## src/rtl/core/ptt_pkg.sv

```systemverilog
`default_nettype none
package ptt_pkg;

  localparam int NUM_TIMERS_DEF = 16;
  localparam int TIME_BITS_DEF  = 48;

  typedef enum logic [1:0] {
    ACT_TICK   = 2'd0,
    ACT_ARM    = 2'd1,
    ACT_REMOVE = 2'd2,
    ACT_NONE   = 2'd3
  } action_t;

  typedef enum logic [1:0] {
    ST_IDLE,
    ST_SWEEP,
    ST_REPORT
  } state_t;

  typedef struct packed {
    logic [1:0]  action;
    logic [3:0]  timer_id;
    logic [47:0] deadline_in;
    logic [47:0] period_in;
    logic [47:0] now;
  } in_t;

  typedef struct packed {
    logic [3:0] expired_id;
    logic       rearmed;
    logic       last;
  } out_t;

  // commands broadcast to every cell
  typedef struct packed {
    logic arm;
    logic remove;
    logic tick;
    logic expire;
  } cell_cmd_t;

endpackage
`default_nettype wire

```

## src/rtl/core/ptt_cell.sv

```systemverilog
`default_nettype none
module ptt_cell #(
  parameter int TIME_BITS = ptt_pkg::TIME_BITS_DEF,
  parameter int IDX_W     = 4,
  parameter int CELL_ID   = 0
) (
  input  wire                    clk,
  input  wire                    rst,
  input  wire ptt_pkg::cell_cmd_t cmd,
  input  wire  [IDX_W-1:0]       target,
  input  wire  [TIME_BITS-1:0]   dl_in,
  input  wire  [TIME_BITS-1:0]   per_in,
  input  wire  [TIME_BITS-1:0]   now,
  input  wire                    c_found,
  input  wire                    c_multi,
  input  wire  [TIME_BITS-1:0]   c_dl,
  input  wire  [IDX_W-1:0]       c_id,
  output logic                   o_found,
  output logic                   o_multi,
  output logic [TIME_BITS-1:0]   o_dl,
  output logic [IDX_W-1:0]       o_id,
  output logic                   rearm
);

  localparam logic [IDX_W-1:0] MY_ID = IDX_W'(CELL_ID);

  logic                 armed;
  logic                 pending;
  logic [TIME_BITS-1:0] deadline;
  logic [TIME_BITS-1:0] interval;
  logic [TIME_BITS:0]   sum;
  logic [TIME_BITS-1:0] next_dl;
  logic                 hit;

  assign hit     = (target == MY_ID);
  assign sum     = {1'b0, deadline} + {1'b0, interval};
  assign next_dl = sum[TIME_BITS] ? {TIME_BITS{1'b1}} : sum[TIME_BITS-1:0];
  assign rearm   = (next_dl > now);

  always_ff @(posedge clk) begin
    if (rst) begin
      armed   <= 1'b0;
      pending <= 1'b0;
    end else begin
      if (cmd.arm && hit) begin
        armed <= 1'b1;
      end else if (cmd.remove && hit) begin
        armed <= 1'b0;
      end else if (cmd.expire && hit) begin
        pending <= 1'b0;
        if (!rearm) armed <= 1'b0;
      end
      if (cmd.tick) begin
        pending <= armed && (deadline <= now);
      end
    end
  end

  always_ff @(posedge clk) begin
    if (cmd.arm && hit) begin
      deadline <= dl_in;
      interval <= per_in;
    end else if (cmd.expire && hit && rearm) begin
      deadline <= next_dl;
    end
  end

  // running minimum travels one cell per cycle; strict less keeps lower id on ties
  always_ff @(posedge clk) begin
    o_found <= c_found || pending;
    o_multi <= c_multi || (c_found && pending);
    if (pending && (!c_found || deadline < c_dl)) begin
      o_dl <= deadline;
      o_id <= MY_ID;
    end else begin
      o_dl <= c_dl;
      o_id <= c_id;
    end
  end

endmodule
`default_nettype wire

```

## config.mk

```make
export PLATFORM = sky130hd
export DESIGN_NAME = ptt_cell
export DESIGN_NICKNAME = d
export VERILOG_FILES = /design/src/rtl/core/ptt_pkg.sv /design/src/rtl/core/ptt_cell.sv
export SDC_FILE = /design/constraint.sdc
export NUM_CORES = 1
export LEC_CHECK = 0
export BUFFER_PORTS_ARGS = -buffer_cell sky130_fd_sc_hd__buf_2
export CORE_AREA = 2 2 167 169
export CTS_BUF_LIST = sky130_fd_sc_hd__clkbuf_16
export DETAILED_ROUTE_END_ITERATION = 10
export DIE_AREA = 0 0 169 171
export GPL_TIMING_DRIVEN = 0
export PLACE_DENSITY = 0.66
export SLEW_MARGIN = 20
export SYNTH_ARGS = -nofsm -noshare
export SYNTH_HDL_FRONTEND = slang
export SYNTH_SLANG_ARGS = --single-unit
export TNS_END_PERCENT = 100
```

## constraint.sdc

```tcl
create_clock -name clk -period 8.91 [get_ports clk]
set_input_delay 0.4455 -clock clk [delete_from_list [all_inputs] [get_ports clk]]
set_output_delay 0.4455 -clock clk [all_outputs]
set_load 0.03 [all_outputs]
```

==> results.md, run 1 <==
- F_max: around 160 MHz
- Syn Area/Cell: approximately 9.6 um^2
- Async SR Flop Fraction: 0%
- IO buf count: 262
- FF-to-FF setup slack: roughly 2.9 ns
- Hold buffers post-CTS: 0
- Maximum vdd ir drop: 0.000102 V
- Sw Share: 28.2%
- Drt wl/cell: 19.1 um
- Overall routing resource usage: 24.6%
- Die W: 169 um
- Critical path data required time: 8.46 ns
- Clock net sink count: 152
- Critical Path Fanout Max: 8
- CTS buffer count: 17
- Reg-to-reg endpoint: deadline[27]
- Mapped cell area: 11700 um^2
- Fin Clk Skew: 0.0198 ns
- Initial antenna violation count: 0
- CP max stage delay: approximately 0.56 ns
- Tightest Hold Check Type: in -> reg
- P&R area growth vs syn: 20.8%
- Share of layout cells above drive strength 1: approximately a quarter
- #FFs+latches synth: 152
- GRT overflow: 0
- CP top delay family: simple AND/OR/NAND/NOR gates
- Clk slew on worst S/H paths: 0.07 ns
- Max Transition Viols Final: 0
- Clock root buffer: clkbuf_16
- DRT Wirelength: 35.8 mm
- Net Sw Power: 0.540 mW
- Critical path arrival: 5.74 ns
- Worst hold endpoint: interval[6]
- Status: finished, final reports clean
- Sequential share of power: 40.7%
- First-pass GRT wire length: 54.5 mm
- Max-slew headroom: 32.6%
- Clock buffer depth: 2
- Setup Crit Path Kind: reg -> out
- IO Count: 263
- Cells along the critical path: ha_1 > clkbuf_1 > nand4_1 > nor3_2 > inv_1 > a2111oi_1 > o21ai_1 > o21ai_1 > a31oi_1 > xor2_1 > nand2_1 > ha_1 > nand4_1 > or2_2 > nor3_1 > nand2_1 > o22a_1 > nand2_1 > inv_1 > buf_2
- Mapped Cells: 1229
- Largest net degree at the start of global routing: 34
- DPL Wire Length: 29.0 mm
- DRT antenna net count: 0
- # rows: 61
- Top FF cell, synth: edfxtp_1
- Placed Area: 13600 um^2
- Post-route cell area: 14200 um^2
- Die Ht: 171 um
- Diodes inserted: 0
- Yosys synthesis warning count: 0
- Worst Reg-to-Reg Cells: 21
- Worst slew pin tran: around 1.0 ns
- EDFF count, synth: 96
- Period utilisation layout: a little over two thirds
- Slowest CP cell: a2111oi_1
- Via count: just over 10000
- CTS H-tree lvls: 4
- Clock share of power: 41.6%
- RSZ-0062 raised after global routing: false
- Final Hold Viols: 0
- # setup viols final: 0
- Fin crit period: 6.18 ns
- Post-CTS Setup Repair Bufs: 0
- Register area share after synthesis: around 34%
- Crit path top cell by count: nand2_1
- CP bufs+invs: 4
- Initial drt markers: 828
- Core ar.: 27300 um^2
- Pwr Density: 135 nW/um^2
- Worst r2r src: deadline[19]
- Worst skew pair latency: 0.45 ns
- Resize count post-CTS: 0
- Hold Slack: 0.169 ns
- Synth cell types: 65
- Final core occ: 51.9%
- Synth Net Count: 1629
- Net count, final: 1913
- Number of remaining DRC errors: 0
- Final Wtd Congestion: 0.893
- Worst Min Path Start: per_in[6]
- Die area: roughly 29000 um^2
- Setup crit start kind: register
- Vias in the first global route: 10100
- Pre-Repair DR Iteration Count: 5
- TritonCTS clock tree: yes
- Worst path depth: 20
- Hold path depth: 1
- Leak pwr: 6.86 nW
- Worst setup EP type: primary output
- Int Pwr: ~1.4 mW
- Combinational share of power: 17.8%
- Fillers: 2580
- Vias per inst: 5.54
- Max_cap viols: 0
- Initial core utilization: between 40% and 50%
[layout by cell type, fill, tap and decap left out, types with 36 or more instances in the layout]
cell type  netlist  final
mux2_2          36     36
edfxtp_1        96     96
a21oi_1        102    102
dfxtp_1         56     56
a21o_1          93     93
nor2_1          66     66
inv_1          113    115
ha_1           191    191
nand4_1         50     50
buf_2           11    273
nand2_1         79     79
[registers in the layout, summed over array words and instances (netlist names)]
register / flops
o_dl: 48
o_multi: 1
deadline: 48
o_id: 4
o_found: 1
pending: 1
armed: 1
interval: 48
[how the worst max path moves through the flow]
stage	from	end	slack (ns)
after floorplan	deadline[0]	deadline[0]	2.22
after global placement	deadline[18]	deadline[27]	-0.30
after detailed placement	deadline[18]	deadline[27]	2.92
after CTS	deadline[19]	rearm	2.72
after global routing	deadline[19]	rearm	2.42
final	deadline[19]	rearm	2.73
[cell usage after synthesis (2+ instances only)]
cell	number	area [um^2]
mux2_1	30	338
a211o_1	2	17.5
and3_1	2	12.5
nor2b_1	11	68.8
nand4_1	50	313
o21ai_0	31	155
a31oi_1	27	169
o21ai_1	15	75.1
nand3_1	15	75.1
dfxtp_1	56	1120
xnor2_1	28	245
buf_6	2	22.5
nor3_1	15	75.1
o21bai_1	19	143
and4_1	2	17.5
a21boi_0	2	15.0
nor2_1	66	248
clkbuf_1	31	116
or3_1	2	12.5
or2_1	2	12.5
o221ai_1	4	35.0
xor2_1	16	140
a311oi_1	2	17.5
o22ai_1	2	12.5
o31a_1	6	52.6
nand2b_1	14	87.6
a21o_1	93	698
edfxtp_1	96	2880
o31ai_2	2	25.0
a21oi_1	102	510
mux2_2	36	405
o21a_1	11	82.6
and2_1	2	12.5
nand2_1	79	297
o211ai_1	3	22.5
ha_1	191	2390
inv_1	113	424
a211oi_1	4	30.0
buf_2	11	55.1
nor4_1	6	37.5
or2_2	4	25.0
[cell type report]
| cell class | count | area [um^2] | share of cell area (%) |
|---|---|---|---|
| plain buffers | 45 | 205 | 1.45 |
| well taps | 346 | 433 | 3.05 |
| clock buffers | 18 | 450 | 3.17 |
| flip-flops and latches | 152 | 4000 | 28.2 |
| clock inverters | 14 | 171 | 1.21 |
| multi-input cells | 919 | 7130 | 50.2 |
| inverters | 113 | 424 | 2.99 |
| repair buffers | 265 | 1380 | 9.72 |
[per-layer routing]
metal / up-vias / GRT usage (%) / wire length [um]
met1: 4869 / 34.3 / 17000
li1: 5097 / - / -
met3: 28 / 3.75 / 2250
met2: 374 / 40.4 / 16200
met5: - / 0 / 0
met4: 0 / 5.43 / 476
[through the flow]
step	instances	setup TNS [ns]	setup slack, ns	power [mW]
global route	1872	0	2.42	1.99
detailed placement	1840	0	2.92	1.13
CTS	1872	0	2.72	1.92
finish	1872	0	2.73	1.92
floorplan	1229	0	2.22	1.01
global placement	1837	-13.96	-0.298	1.12
[power by group through the flow]
stage,clock (mW),sequential (mW),combinational [mW]
6_report,0.797,0.780,0.340
3_5_place_dp,0,0.795,0.337
3_3_place_gp,0,0.796,0.328
5_1_grt,0.827,0.781,0.379
2_1_floorplan,0,0.821,0.186
4_1_cts,0.804,0.780,0.340
[kinds of logic after synthesis]
kind of cell / Yosys count / share of synthesized area, %
compound gates: 343 / 19.2
simple gates: 273 / 11.2
fa+ha+maj: 192 / 20.5
buf+inv: 158 / 5.33
flops: 152 / 34.1
mux: 67 / 6.41
xor+xnor: 44 / 3.28
Note: power is estimated with default switching activity, not from simulation.
==> run 2: changes to the inputs <==
ABC_AREA = 1   (was unset)
CORE_AREA = 2 2 176 178   (was 2 2 167 169)
DIE_AREA = 0 0 178 180   (was 0 0 169 171)
PLACE_DENSITY = 0.68   (was 0.66)
clock period = 5.6 ns   (was 8.91 ns; I/O delays follow)
==> run 2 against run 1 <==
  * Largest cell class unchanged
  * Routed wire length increased by 24%
  * Count of clock-buffer cells in the layout decreased by 1
  * Synthesized area grew 12%
  * Sequential power increased by 60%
  * Setup slack got worse by 2.2 ns
  * Sequential share of layout area decreased by 2.9 points
  * Utilization rose by 0.53 points
  * Final cell count is 36% higher
  * Power rose by 57%
  * Die area grew 11%
  * Sequential cell count is the same
==> results.md, run 2 <==
- Status: finished, final reports clean (unchanged)
- Worst path depth: 25 (was 20)
- EDFF count, synth: 96 (unchanged)
- Placed Area: 15000 um^2 (was 13600 um^2)
- Net count, final: 2534 (was 1913)
- Overall routing resource usage: 28.0% (was 24.6%)
- DPL Wire Length: 37.6 mm (was 29.0 mm)
- Clock root buffer: clkbuf_16 (unchanged)
- Tightest Hold Check Type: in -> reg (unchanged)
- Setup crit start kind: register (unchanged)
- Pre-Repair DR Iteration Count: 5 (unchanged)
- Critical path arrival: 4.83 ns (was 5.74 ns)
- Leak pwr: 8.25 nW (was 6.86 nW)
- Max Transition Viols Final: 0 (unchanged)
- Core ar.: 30200 um^2 (was 27300 um^2)
- CP top delay family: simple AND/OR/NAND/NOR gates (unchanged)
- Max-slew headroom: 40.7% (was 32.6%)
- Pwr Density: 190 nW/um^2 (was 135 nW/um^2)
- Fin Clk Skew: 0.0123 ns (was 0.0198 ns)
- Post-CTS Setup Repair Bufs: 0 (unchanged)
- CP max stage delay: 0.49 ns (was 0.56 ns)
- Reg-to-reg endpoint: deadline[38] (was deadline[27])
- Synth Net Count: 2223 (was 1629)
- Number of remaining DRC errors: 0 (unchanged)
- Worst r2r src: deadline[0] (was deadline[19])
- CTS H-tree lvls: 4 (unchanged)
- Initial core utilization: 43.5% (was 43.0%)
- GRT overflow: 0 (unchanged)
- Initial antenna violation count: 0 (unchanged)
- Synth Area in XOR/XNOR: 1.60% (was 3.28%)
- Resize count post-CTS: 0 (unchanged)
- Diodes inserted: 0 (unchanged)
- First-pass GRT wire length: 68.1 mm (was 54.5 mm)
- Largest family of logic cells by synthesized area: simple AND/OR/NAND/NOR gates (was adder cells)
- Post-route cell area: 15800 um^2 (was 14200 um^2)
- Worst slew pin tran: 0.890 ns (was 1.01 ns)
- Synth area leader: edfxtp_1 (unchanged)
- Die Ht: 180 um (was 171 um)
- IO Count: 263 (unchanged)
- DRT Wirelength: 44.5 mm (was 35.8 mm)
- Slowest CP cell: fa_1 (was a2111oi_1)
- Vias in the first global route: 12600 (was 10100)
- Clock buffer depth: 2 (unchanged)
- # rows: 64 (was 61)
- Count leader, synth: nand2_1 (was ha_1)
- Most common cell after layout, fill and taps aside: nand2_1 (was buf_2)
- Final Wtd Congestion: 0.935 (was 0.893)
- Mapped Cells: 1823 (was 1229)
- Via count: 13000 (was 10400)
- # setup viols final: 0 (unchanged)
- Vias per inst: 5.11 (was 5.54)
- Yosys synthesis warning count: 0 (unchanged)
- #FFs+latches synth: 152 (unchanged)
- Hold Slack: 0.0138 ns (was 0.169 ns)
- Critical path data required time: 5.32 ns (was 8.46 ns)
- Synth top cells by count: nand2_1, inv_1, ha_1 (was ha_1, inv_1, a21oi_1)
- Clk slew on worst S/H paths: 0.07 ns (about the same)
- Critical Path Fanout Max: 10 (was 8)
- CP Capture Point: rearm (unchanged)
- Compound-Gate Fraction of Synth Area: 9.88% (was 19.2%)
- TritonCTS clock tree: yes (unchanged)
- Worst Min Path Start: per_in[34] (was per_in[6])
- Period utilisation layout: between 90% and 100%
- Top cells by area, synth: edfxtp_1, ha_1, nand2_1, dfxtp_1, inv_1 (was edfxtp_1, ha_1, dfxtp_1, a21o_1, a21oi_1)
- Initial drt markers: 1020 (was 828)
- Post-synthesis mux area share: 0% (was 6.41%)
- Most frequent cells in the layout: nand2_1, inv_1, buf_2 (was buf_2, ha_1, inv_1)
- Crit path top cell by count: nand2_1 (unchanged)
- Hold buffers post-CTS: 27 (was 0)
- Worst setup EP type: primary output (unchanged)
- Post-synth top area share: 22.0% (was 24.5%)
- Syn Area/Cell: 7.20 um^2 (was 9.56 um^2)
- Clock net sink count: 152 (unchanged)
- Die area: 32000 um^2 (was 28900 um^2)
- Setup Crit Path Kind: reg -> out (unchanged)
- RSZ-0062 raised after global routing: false (unchanged)
- Synth cell types: 39 (was 65)
- Max_cap viols: 0 (unchanged)
- IO buf count: 262 (unchanged)
- Maximum vdd ir drop: 0.000202 V (was 0.000102 V)
- Worst Reg-to-Reg Cells: 25 (was 21)
- Post-Synth Adder-Cell Area: 18.4% (was 20.5%)
- Share of layout cells above drive strength 1: 16.9% (was 23.5%)
- Mapped cell area: 13100 um^2 (was 11700 um^2)
- P&R area growth vs syn: 20.6% (was 20.8%)
- Register area share after synthesis: 30.5% (was 34.1%)
- Die W: 178 um (was 169 um)
- CP bufs+invs: 4 (unchanged)
- Largest net degree at the start of global routing: 33 (was 34)
- Drt wl/cell: 17.5 um (was 19.1 um)
- Fillers: 3009 (was 2580)
- Worst Setup SP: deadline[0] (was deadline[19])
- FF-to-FF setup slack: 0.54 ns (was 2.86 ns)
- DRT antenna net count: 0 (unchanged)
- Post-synthesis simple-gate area fraction: 30.2% (was 11.2%)
- Async SR Flop Fraction: 0% (unchanged)
- Fin crit period: approximately 5.1 ns
- Top flop regs: deadline (48), interval (48), o_dl (48) (unchanged)
- CTS buffer count: 17 (unchanged)
- Top FF cell, synth: edfxtp_1 (unchanged)
- Worst skew pair latency: 0.45 ns (about the same)
- F_max: 196 MHz
- Final Hold Viols: 0 (unchanged)
==> run 2: cell types whose count changed in the layout (fill, tap and decap cells not counted), sizes merged, moves of 12 or more <==
cell | before | now
nand3 | 15 | 129
a21o | 93 | 2
nand2b | 14 | 0
nand4 | 50 | 22
o21ai | 47 | 59
xor2 | 16 | 1
nor2 | 66 | 143
clkbuf | 49 | 36
mux2 | 66 | 0
a21oi | 102 | 129
inv | 119 | 284
nand2 | 79 | 589
o21bai | 19 | 6
dlygate4sd3 | 0 | 27
==> run 2: power breakdown <==
group	switching (mW)	internal, mW
Sequential	0.0170	1.23
Combinational	0.395	0.249
Clock	0.541	0.574
==> run 2: per-layer routing <==
metal  wire length, um  share of wire (%)  GRT usage [%]  vias up
li1                  -                  -              -     6585
met1             20800                 47           39.3     5964
met2             20300                 46           46.0      412
met3              2650                6.0           3.26       34
met4               675                1.5           6.10        0
met5                 0                  0              0        -
==> run 2: cells by family (layout without fill, tap and decap cells) <==
family	count (synthesis)	count (layout)
compound gates	236	236
xor+xnor	24	24
fa+ha+maj	192	192
buf+inv	311	635
flops	152	152
simple gates	908	908
==> run 2: cell type report <==
| type | instances | area, um^2 | area share [%] |
|---|---|---|---|
| Multi-Input combinational cell | 1360 | 7890 | 49.8 |
| Sequential cell | 152 | 4000 | 25.3 |
| Timing Repair Buffer | 292 | 1660 | 10.5 |
| Inverter | 279 | 1050 | 6.61 |
| Tap cell | 396 | 495 | 3.13 |
| Clock buffer | 17 | 425 | 2.69 |
| Buffer | 32 | 204 | 1.29 |
| Clock inverter | 15 | 118 | 0.742 |
==> run 2: how the worst min path moves through the flow <==
| stage | slack [ns] | to | cells past startpoint |
|---|---|---|---|
| after floorplan | 0.35 | armed | 1 |
| after global placement | 0.46 | interval[40] | 1 |
| after detailed placement | 0.46 | interval[44] | 1 |
| after CTS | 0.0002 | interval[34] | 1 |
| after global routing | 0.005 | interval[34] | 1 |
| final | 0.01 | interval[34] | 1 |
==> run 2: metrics by stage <==
stage	setup slack [ns]	TNS, ns	cells	util (%)	total power, mW
global route	0.215	0	2543	52.5	3.14
floorplan	0.822	0	1823	-	1.66
finish	0.493	0	2543	52.5	3.01
global placement	-0.889	-42.32	2481	49.5	1.87
CTS	0.493	0	2543	52.5	3.02
detailed placement	0.602	0	2484	49.8	1.89
==> run 2: worst reg2reg max path, stage by stage, from the launching register on <==
cell and delay (ns):
edfxtp_1 0.43, ha_1 0.25, fa_1 0.49, nand3_1 0.14
nand2_1 0.15, nand2_1 0.11, nand2_2 0.10, nand3_2 0.08
nand2_2 0.10, nand2_2 0.09, inv_2 0.06, nor2_8 0.16
buf_12 0.22, nand3_4 0.10, ha_1 0.30, nand2_1 0.08
nor2_1 0.17, nand2_1 0.18, nor2_1 0.34, nand2_1 0.09
nor2_1 0.17, nand2_1 0.08, nand3_1 0.08, nand2_1 0.14
o21ai_4 0.40, buf_16 0.23
==> run 3: changes to the inputs <==
--- a/config.mk
+++ b/config.mk
@@ -8,8 +8,8 @@
 export ABC_AREA = 1
 export BUFFER_PORTS_ARGS = -buffer_cell sky130_fd_sc_hd__buf_2
-export CORE_AREA = 2 2 176 178
+export CORE_AREA = 5 5 179 181
 export CTS_BUF_LIST = sky130_fd_sc_hd__clkbuf_16
 export DETAILED_ROUTE_END_ITERATION = 10
-export DIE_AREA = 0 0 178 180
+export DIE_AREA = 0 0 184 186
 export GPL_TIMING_DRIVEN = 0
 export PLACE_DENSITY = 0.68
==> constraint.sdc (replaced) <==
create_clock -name clk -period 5.6 [get_ports clk]
set_input_delay 0.56 -clock clk [delete_from_list [all_inputs] [get_ports clk]]
set_output_delay 0.56 -clock clk [all_outputs]
set_load 0.03 [all_outputs]
==> run 3 against run 2 <==
  * Worst hold slack gained 0.26 ns
  * Die area rose by 6.8%
  * Non-clock buffer count is 27 lower
  * Global-route usage is 2.3 points lower
  * Via count decreased by 0.38%
  * Fmax is 4.4% lower
  * Highest routed layer is now met5
==> results.md, run 3 (synthesized netlist as in run 2, its figures left out) <==
- Status: finished, final reports clean (unchanged)
- CTS buffer count: 17 (unchanged)
- Final Hold Viols: 0 (unchanged)
- Worst skew pair latency: 0.46 ns (was 0.45 ns)
- Worst Min Path Start: per_in[2] (was per_in[34])
- Footprint of the multi-input gates: 7890 um^2 (unchanged)
- Most common cell after layout, fill and taps aside: nand2_1 (unchanged)
- Top flop regs: deadline (48), interval (48), o_dl (48) (unchanged)
- Resize count post-CTS: 0 (unchanged)
- Max Transition Viols Final: 0 (unchanged)
- Overall routing resource usage: 25.7% (was 28.0%)
- Fillers: 3100 (was 3009)
- DRT Wirelength: 44.8 mm (was 44.5 mm)
- Initial antenna violation count: 1 (was 0)
- Inst Count DP: 2484 (unchanged)
- Clock buffer depth: 2 (unchanged)
- Final Wtd Congestion: 0.925 (was 0.935)
- Tightest Hold Check Type: in -> reg (unchanged)
- Vias per inst: 5.15 (was 5.11)
- TritonCTS clock tree: yes (unchanged)
- Core ar.: 30300 um^2 (was 30200 um^2)
- Setup crit start kind: register (unchanged)
- Fin Clk Skew: 0.0179 ns (was 0.0123 ns)
- FF/Latch Area: 4000 um^2 (unchanged)
- Die Ht: 186 um (was 180 um)
- Clock root buffer: clkbuf_16 (unchanged)
- CP top delay family: simple AND/OR/NAND/NOR gates (unchanged)
- FF-to-FF setup slack: 0.57 ns (was 0.54 ns)
- Maximum vdd ir drop: 0.000213 V (was 0.000202 V)
- Critical Path Fanout Max: 10 (unchanged)
- # setup viols final: 0 (unchanged)
- Leak pwr: 8.19 nW (was 8.25 nW)
- CTS H-tree lvls: 4 (unchanged)
- Initial core utilization: 43.4% (was 43.5%)
- Worst Setup SP: deadline[45] (was deadline[0])
- Pwr Density: 197 nW/um^2 (was 190 nW/um^2)
- Worst setup EP type: primary output (unchanged)
- Net count, final: 2507 (was 2534)
- TNS Setup: 0 ns (unchanged)
- CP max stage delay: 0.45 ns (was 0.49 ns)
- Post-route cell area: 15600 um^2 (was 15800 um^2)
- Drt wl/cell: 17.8 um (was 17.5 um)
- Worst r2r src: deadline[45] (was deadline[0])
- DPL Wire Length: 37.9 mm (was 37.6 mm)
- Placed Area: 15000 um^2 (about the same)
- Fin crit period: 5.34 ns (was 5.11 ns)
- Number of remaining DRC errors: 0 (unchanged)
- Slowest CP cell: edfxtp_1 (was fa_1)
- Post-CTS Setup Repair Bufs: 0 (unchanged)
- IO Count: 263 (unchanged)
- Pre-Repair DR Iteration Count: 7 (was 5)
- Worst path depth: 22 (was 25)
- Power consumption: 3.08 mW (was 3.01 mW)
- Cells along the critical path: ha_1 > inv_1 > o21ai_0 > a31oi_1 > o21ai_0 > nor2_1 > nand2_2 > nor2_8 > buf_12 > nand3_4 > ha_1 > nand2_1 > nor2_1 > nand2_1 > nor2_1 > nand2_1 > nor2_1 > nand2_1 > nand3_1 > nand2_1 > inv_1 > buf_2
- Vias in the first global route: 12600 (about the same)
- Critical path data required time: 5.04 ns (was 5.32 ns)
- Hold buffers post-CTS: 0 (was 27)
- Most frequent cells in the layout: nand2_1, inv_1, buf_2 (unchanged)
- Clock net sink count: 152 (unchanged)
- P&R area growth vs syn: 19.1% (was 20.6%)
- Worst Reg-to-Reg Cells: 22 (was 25)
- RSZ-0062 raised after global routing: false (unchanged)
- Finished Layout Cells: 2516 (was 2543)
- GRT overflow: 0 (unchanged)
- Die W: 184 um (was 178 um)
- Period utilisation layout: 95.4% (was 91.2%)
- CP bufs+invs: 4 (unchanged)
- Max-slew headroom: 36.5% (was 40.7%)
- Setup Crit Path Kind: reg -> out (unchanged)
- First-pass GRT wire length: 67.2 mm (was 68.1 mm)
- DRT antenna net count: 0 (unchanged)
- Diodes inserted: 0 (unchanged)
- Share of layout cells above drive strength 1: 17.0% (was 16.9%)
- F_max: 187 MHz (was 196 MHz)
- Clk slew on worst S/H paths: 0.07 ns (about the same)
- Via count: 12900 (was 13000)
- Reg-to-reg endpoint: deadline[40] (was deadline[38])
- Worst slew pin tran: 0.952 ns (was 0.890 ns)
- Initial drt markers: 849 (was 1020)
- Max_cap viols: 0 (unchanged)
- # rows: 64 (unchanged)
- Die area: 34200 um^2 (was 32000 um^2)
- Crit path top cell by count: nand2_1 (unchanged)
- Largest net degree at the start of global routing: 50 (was 33)
- IO buf count: 262 (unchanged)
- CP Capture Point: rearm (unchanged)
- Critical path arrival: 4.78 ns (was 4.83 ns)
## run 3: cell types whose count changed in the layout (fill, tap and decap cells not counted)
cell	before	now
buf_12	3	2
buf_16	2	3
bufinv_16	0	2
clkbuf_16	17	19
clkinv_1	2	1
clkinv_4	3	0
clkinvlp_4	4	3
dlygate4sd3_1	27	0
inv_1	272	275
inv_2	6	7
inv_6	4	2
inv_8	1	0
## run 3: where the power goes
| part | total (mW) | internal, mW | switching [mW] |
|---|---|---|---|
| sequential | 1.25 | 1.23 | 0.0171 |
| combinational | 0.629 | 0.236 | 0.392 |
| clock | 1.20 | 0.704 | 0.499 |
| total | 3.08 | 2.17 | 0.908 |
## run 3: worst register-to-register path: cells and delay by family, from the launching register on
family                   cells  cell delay, ns
AO/OA/AOI/OAI                4            1.01
adder cells (fa/ha/maj)      2            0.68
buffers and inverters        3            0.51
AND/OR/NAND/NOR             13            2.02
flip-flops                   1            0.45
## run 3: through the flow
step / setup WS [ns] / hold slack (ns) / utilization [%]
after floorplan: 0.822 / 0.501 / -
after global placement: -0.856 / 0.530 / 49.4
after detailed placement: 0.631 / 0.530 / 49.7
after CTS: 0.276 / 0.250 / 51.7
after global routing: 0.0333 / 0.254 / 51.7
final: 0.258 / 0.272 / 51.7
## run 3: worst min path at each step
stage	depth (start not counted)	end	slack, ns
after floorplan	4	pending	0.50
after global placement	4	pending	0.53
after detailed placement	4	pending	0.53
after CTS	1	interval[2]	0.25
after global routing	1	interval[2]	0.25
final	1	interval[2]	0.27
## run 3: metal layers
layer,wire [um],global-route usage (%),vias to the layer above,share of wire [%]
met2,20300,41.9,413,45
met4,1220,9.46,2,2.7
met3,2970,4.03,52,6.6
li1,-,-,6535,-
met1,20400,34.5,5944,45
met5,11,0,-,0.025
## run 3: cell type report
| class | instances | area share, % |
|---|---|---|
| buffer | 32 | 1.30 |
| sequential | 152 | 25.6 |
| timing repair buffer | 265 | 8.91 |
| clock inverter | 13 | 0.808 |
| multi-input combinational | 1360 | 50.5 |
| clock buffer | 19 | 3.04 |
| tap | 396 | 3.17 |
| inverter | 279 | 6.70 |
